`src/rtl/core/crcfr_pkg.sv`:
```
// ----------------------------------------------------------------------------
// CRC-8 frame receiver package
// Shared types, register indexes and the byte-wide CRC-8 update function.
// ----------------------------------------------------------------------------
package crcfr_pkg;

	localparam int unsigned BYTE_W = 8;
	localparam int unsigned POS_W  = 2;
	localparam int unsigned REG_IDX_W = 1;

	localparam logic [REG_IDX_W-1:0] REG_CRC_POLYNOMIAL = 1'b0;
	localparam logic [REG_IDX_W-1:0] REG_CRC_INITIAL    = 1'b1;

	localparam logic [POS_W-1:0] POS_FIRST  = 2'd0;
	localparam logic [POS_W-1:0] POS_SECOND = 2'd1;
	localparam logic [POS_W-1:0] POS_CHECK  = 2'd2;

	localparam logic [BYTE_W-1:0] POLY_RESET = 8'h07;
	localparam logic [BYTE_W-1:0] INIT_RESET = 8'h00;

	typedef logic [BYTE_W-1:0] byte_t;

	typedef struct packed {
		byte_t crc_polynomial;
		byte_t crc_initial;
	} crcfr_cfg_t;

	// One byte into an MSB-first CRC-8 without reflection.
	function automatic byte_t crc8_feed(input byte_t crc, input byte_t data,
			input byte_t poly);
		byte_t c;
		c = crc ^ data;
		for (int k = 0; k < BYTE_W; k++) begin
			if (c[BYTE_W-1]) begin
				c = {c[BYTE_W-2:0], 1'b0} ^ poly;
			end else begin
				c = {c[BYTE_W-2:0], 1'b0};
			end
		end
		return c;
	endfunction

endpackage

```
`src/rtl/core/crcfr_regs.sv`:
```
// ----------------------------------------------------------------------------
// CRC-8 frame receiver configuration registers
// APB-style register file holding the polynomial and the initial value.
// ----------------------------------------------------------------------------
module crcfr_regs (
	input  logic                      clk,
	input  logic                      arst_n,
	input  logic                      psel,
	input  logic                      penable,
	input  logic                      pwrite,
	input  logic [2:0]                paddr,
	input  logic [31:0]               pwdata,
	output logic [31:0]               prdata,
	output logic                      pready,
	output crcfr_pkg::crcfr_cfg_t     cfg
);
	import crcfr_pkg::*;

	crcfr_cfg_t              cfg_q;
	logic                    wr_en;
	logic [REG_IDX_W-1:0]    reg_idx;

	assign pready  = 1'b1;
	assign wr_en   = psel & penable & pwrite;
	assign reg_idx = paddr[2];
	assign cfg     = cfg_q;

	always_ff @(posedge clk or negedge arst_n) begin
		if (!arst_n) begin
			cfg_q.crc_polynomial <= POLY_RESET;
			cfg_q.crc_initial    <= INIT_RESET;
		end else if (wr_en) begin
			unique case (reg_idx)
				REG_CRC_POLYNOMIAL: cfg_q.crc_polynomial <= pwdata[BYTE_W-1:0];
				REG_CRC_INITIAL:    cfg_q.crc_initial    <= pwdata[BYTE_W-1:0];
				default: ;
			endcase
		end
	end

	always_comb begin
		prdata = '0;
		unique case (reg_idx)
			REG_CRC_POLYNOMIAL: prdata[BYTE_W-1:0] = cfg_q.crc_polynomial;
			REG_CRC_INITIAL:    prdata[BYTE_W-1:0] = cfg_q.crc_initial;
			default:            prdata = '0;
		endcase
	end

endmodule

```
`src/rtl/core/crcfr_check.sv`:
```
// ----------------------------------------------------------------------------
// CRC-8 frame receiver datapath
// Frames incoming bytes, checks the CRC between the input register and the
// output register and holds each passing frame in the output register.
// ----------------------------------------------------------------------------
module crcfr_check (
	input  logic                      clk,
	input  logic                      arst_n,
	input  crcfr_pkg::crcfr_cfg_t     cfg,
	input  logic                      s_tvalid,
	output logic                      s_tready,
	input  logic [7:0]                s_tdata,
	output logic                      m_tvalid,
	input  logic                      m_tready,
	output logic [15:0]               m_tdata
);
	import crcfr_pkg::*;

	logic [POS_W-1:0] pos_q;
	byte_t            first_q;
	byte_t            second_q;

	logic  valid_s1;
	byte_t first_s1;
	byte_t second_s1;
	byte_t check_s1;

	logic  out_valid_q;
	byte_t out_first_q;
	byte_t out_second_q;

	byte_t crc_full;
	logic  match;
	logic  free_out;
	logic  free_s1;
	logic  in_acc;
	logic  frame_end;

	assign crc_full  = crc8_feed(crc8_feed(cfg.crc_initial, first_s1, cfg.crc_polynomial),
		second_s1, cfg.crc_polynomial);
	assign match     = (crc_full == check_s1);

	assign free_out  = !out_valid_q || m_tready;
	assign free_s1   = !valid_s1 || !match || free_out;
	assign frame_end = (pos_q != POS_FIRST) && (pos_q != POS_SECOND);

	assign s_tready  = !frame_end || free_s1;
	assign in_acc    = s_tvalid && s_tready;

	assign m_tvalid  = out_valid_q;
	assign m_tdata   = {out_second_q, out_first_q};

	always_ff @(posedge clk or negedge arst_n) begin
		if (!arst_n) begin
			pos_q       <= POS_FIRST;
			valid_s1    <= 1'b0;
			out_valid_q <= 1'b0;
		end else begin
			if (in_acc) begin
				unique case (pos_q)
					POS_FIRST:  pos_q <= POS_SECOND;
					POS_SECOND: pos_q <= POS_CHECK;
					default:    pos_q <= POS_FIRST;
				endcase
			end
			if (free_s1) begin
				valid_s1 <= in_acc && frame_end;
			end
			if (free_out) begin
				out_valid_q <= valid_s1 && match;
			end
		end
	end

	always_ff @(posedge clk) begin
		if (in_acc && (pos_q == POS_FIRST)) begin
			first_q <= s_tdata;
		end
		if (in_acc && (pos_q == POS_SECOND)) begin
			second_q <= s_tdata;
		end
		if (free_s1 && in_acc && frame_end) begin
			first_s1  <= first_q;
			second_s1 <= second_q;
			check_s1  <= s_tdata;
		end
		if (free_out && valid_s1 && match) begin
			out_first_q  <= first_s1;
			out_second_q <= second_s1;
		end
	end

endmodule

```
`src/rtl/core/crc8_checked_frame_receiver.sv`:
```
// ----------------------------------------------------------------------------
// CRC-8 checked frame receiver
// Groups bytes into frames of two command bytes and a CRC-8 byte and passes
// on the command bytes of each frame whose CRC matches.
// Throughput: one byte per cycle while the output does not stall the CRC byte;
// the CRC byte's result passes through the input register and then the output register.
// Reset clears the frame position and all valid flags at once, and loads the
// polynomial with 0x07 and the initial value with 0x00.
// ----------------------------------------------------------------------------
module crc8_checked_frame_receiver (
	input  logic        clk,
	input  logic        arst_n,
	input  logic        psel,
	input  logic        penable,
	input  logic        pwrite,
	input  logic [2:0]  paddr,
	input  logic [31:0] pwdata,
	output logic [31:0] prdata,
	output logic        pready,
	input  logic        s_tvalid,
	output logic        s_tready,
	input  logic [7:0]  s_tdata,   // [7:0] rx_byte
	output logic        m_tvalid,
	input  logic        m_tready,
	output logic [15:0] m_tdata    // [7:0] command_first, [15:8] command_second
);
	import crcfr_pkg::*;

	crcfr_cfg_t cfg;

	crcfr_regs u_regs (
		.clk     (clk),
		.arst_n  (arst_n),
		.psel    (psel),
		.penable (penable),
		.pwrite  (pwrite),
		.paddr   (paddr),
		.pwdata  (pwdata),
		.prdata  (prdata),
		.pready  (pready),
		.cfg     (cfg)
	);

	crcfr_check u_check (
		.clk      (clk),
		.arst_n   (arst_n),
		.cfg      (cfg),
		.s_tvalid (s_tvalid),
		.s_tready (s_tready),
		.s_tdata  (s_tdata),
		.m_tvalid (m_tvalid),
		.m_tready (m_tready),
		.m_tdata  (m_tdata)
	);

endmodule

```
`config.mk`:
```
export PLATFORM = sky130hd
export DESIGN_NAME = crc8_checked_frame_receiver
export DESIGN_NICKNAME = d
export VERILOG_FILES = /design/src/rtl/core/crcfr_pkg.sv /design/src/rtl/core/crcfr_regs.sv /design/src/rtl/core/crcfr_check.sv /design/src/rtl/core/crc8_checked_frame_receiver.sv
export SDC_FILE = /design/constraint.sdc
export NUM_CORES = 1
export LEC_CHECK = 0
export ABC_AREA = 1
export BUFFER_PORTS_ARGS = -buffer_cell sky130_fd_sc_hd__buf_4
export CAP_MARGIN = 0
export CELL_PAD_IN_SITES_DETAIL_PLACEMENT = 1
export CELL_PAD_IN_SITES_GLOBAL_PLACEMENT = 2
export CORE_MARGIN = 3
export CORE_UTILIZATION = 32
export DETAILED_ROUTE_END_ITERATION = 12
export PLACE_DENSITY = 0.79
export SLEW_MARGIN = 20
export SYNTH_ARGS = -nofsm -noshare
export SYNTH_HDL_FRONTEND = slang
export SYNTH_SLANG_ARGS = --single-unit
```
`constraint.sdc`:
```
create_clock -name clk -period 8.6 [get_ports clk]
set_input_delay 1.72 -clock clk [delete_from_list [all_inputs] [get_ports clk]]
set_output_delay 1.72 -clock clk [all_outputs]
set_load 0.05 [all_outputs]
```
==> metrics.md <==
| Metric | Value |
|---|---|
| Top cells by area, synth | `edfxtp_1, nand2_1, dfrtp_1` |
| Kind of critical path | `flop to output pin` |
| MaxCap Viol Count | `0` |
| Metal2 WL | `between 8000 and 9000 um` |
| HPWL after DPL | `13,000 um` |
| DR DRC count | `0` |
| Met1 WL | `between 7000 and 8000 um` |
| Worst path slowest cell | `dfrtp_1` |
| Setup Skew | `~0.0064 ns` |
| CTS tree | `done` |
| Setup_tns | `0 ns` |
| CTS Sinks | `76` |
| Fmax | `126 MHz` |
| Worst hold stages | `0` |
| ANT cells | `0` |
| Remaining Overflow, GRT | `0` |
| WL/cell | `15.8 um` |
| Post-synth top area share | `0.287` |
| Clock Latency Late Sink | `0.33 ns` |
| Clk pin slew, worst setup/hold paths | `~0.070 ns` |
| CP top delay family | `simple AND/OR/NAND/NOR gates` |
| Status | `finished, final reports clean` |
| Post-route cell area | `around 0.0069 mm2` |
| Hold Crit Class | `flop to flop` |
| Top Layer Used | `met4` |
| #FFs+latches synth | `between 70 and 80` |
| Starting Density | `0.333` |
| CTS root buf | `clkbuf_16` |
| Via density | `approximately 4.7` |
| Layout area overhead | `18.3%` |
| DRT iter0 DRCs | `slightly above 200` |
| First-pass GRT wire length | `roughly 27,000 um` |
| Final period util | `0.926` |
| Worst hold slack | `around 0.42 ns` |
| Least-Margin Pin Slew | `0.734 ns` |
| Total die area | `approximately 0.020 mm2` |
| Layout cells sized above 1 | `0.223` |
| Final wirelength | `~17,000 um` |
| Crit path depth | `46` |
| Clock buffer depth | `2` |
| Met3 wire length | `537 um` |
| Synth warn | `0` |
| CP Data Arrival Time | `6.24 ns` |
| Minimum clock period | `approximately 8 ns` |
| Core area | `approximately 0.018 mm2` |
| Vias in the first global route | `5,216` |
| Post-Place Cells | `1,046` |
| CP Max Fanout | `15` |
| Yosys cell types | `37` |
| R2R depth | `46` |
| Synth Cell Area | `roughly 0.0059 mm2` |
| Hold Vio Cnt, Final | `0` |
| Routed Antenna Nets | `0` |
| Die width | `between 100 and 150 um` |
| Fin nets | `about 910` |
| Commonest non-fill, non-tap cell in the layout | `nand2_1` |
| Worst Setup Start Kind | `flop` |
| H-Tree Depth | `3` |
| Most frequent cells in the layout | `nand2_1, inv_1, buf_4, nand3_1, edfxtp_1` |
| Port bufs | `49` |
| Max_slew headroom | `0.509` |
| Die height | `about 140 um` |
| Routability Congestion | `0.817` |
| Required @ worst endpoint | `about 6.9 ns` |
| Avg Inst Size Synth | `7.42 um2` |
| Post-place instance area | `between 0.006 and 0.007 mm2` |
| Post-Synthesis Cells | `790` |
| CP Buf/Inv Count | `7` |
| Largest net degree at the start of global routing | `26` |
| CP max stage delay | `0.47 ns` |
| I/O pin total | `approximately 100` |
| Max Slew Vio Count | `0` |
| Rows | `48` |
| Initial antenna violation count | `1` |
| Setup crit end kind | `output pin` |
| Sequential share of the synthesized area | `0.373` |
| Tot GR Track Use | `0.171` |
| Num CTS Buffers | `9` |
| Total number of vias | `between 5,000 and 6,000` |
| Router iterations before antenna repair | `4` |
| Area leader, netlist | `edfxtp_1` |
| Layout Cells excl Fill | `about 1,100` |
| Final number of setup-violating endpoints | `0` |
[state kept, by name (all words and copies together), names as in the netlist]
name	flops
u_check.m_tvalid	1
u_check.second_q	8
u_check.out_second_q	8
u_check.pos_q	2
u_check.out_first_q	8
u_check.first_q	8
u_regs.cfg	16
u_check.second_s1	8
u_check.valid_s1	1
u_check.check_s1	8
u_check.first_s1	8
[synth_stat cells]
cell and number:
buf_1 2, nor3_1 1, inv_1 86, dfstp_2 3, o21ai_0 37, buf_4 29, xor2_4 1, conb_1 2
nor2_8 1, buf_2 4, xor2_2 1, o21ai_2 1, nand3_4 1, nor2_4 1, nor2_2 8, xor2_1 26
nand3_1 75, nand2_1 272, dfrtp_1 17, xnor2_2 3, nor2_1 41, nand2_2 24, nand3b_1 6, nand4_1 10
nand3_2 13, nand2_4 7, xnor2_1 29, buf_6 7, and3_1 1, inv_2 8, or2_1 1, o21bai_1 1
edfxtp_1 56, clkbuf_1 10, nand4_2 2, a21oi_1 2, or2_2 1
[cells by family after synthesis]
logic type      count (synthesis)  synth area share
simple gates                  465             0.370
xor+xnor                       60            0.0980
buf+inv                       146             0.122
other cells                     2           0.00128
compound gates                 41            0.0361
flops                          76             0.373
[cell type report]
cell class                      count  area [um2]
Tap cell                          225         282
Multi-Input combinational cell    591        3150
Clock inverter                      7        82.6
Clock buffer                        9         225
Inverter                           94         357
Timing Repair Buffer               85         651
Fill cell                        2186       10700
Sequential cell                    76        2190
[metal layers]
layer,up-vias,GRT usage
li1,2567,-
met1,2462,0.223
met2,94,0.305
met3,15,0.0226
met4,0,0.0357
met5,-,0
[metrics by stage]
stage,utilization,worst slack (ns)
2_1_floorplan,-,1.85
3_3_place_gp,0.359,0.355
3_5_place_dp,0.359,0.196
4_1_cts,0.378,0.0231
5_1_grt,0.394,-0.0365
6_report,0.394,0.636
[worst reg2reg max path, delay by kind of cell (launching register included)]
| family | cells | cell delay, ns |
|---|---|---|
| xor+xnor | 2 | 0.40 |
| buf+inv | 9 | 1.30 |
| flops | 1 | 0.47 |
| simple gates | 35 | 3.81 |
[path summary, 6_finish.rpt]
check | from | end | slack, ns
max | u_regs.cfg[15] | s_tready | 0.64
min | u_check.first_q[4] | u_check.first_s1[4] | 0.42
max reg2reg | u_regs.cfg[15] | u_check.first_s1[2] | 2.24
min reg2reg | u_check.first_q[4] | u_check.first_s1[4] | 0.42
max in group asynchronous | arst_n | u_regs.cfg[10] | 7.04
min in group asynchronous | arst_n | u_check.pos_q[0] | 1.27
[timing repair]
item	4_1_cts	5_1_grt
hold buffers	0	0
gates resized for setup	3	24
buffers inserted	1	24
pin swaps	1	13
setup endpoints to repair	1	1
Power is left out: the tool's default activity adds up to more than one toggle a clock period on the data nets, which glitch-free logic cannot reach.
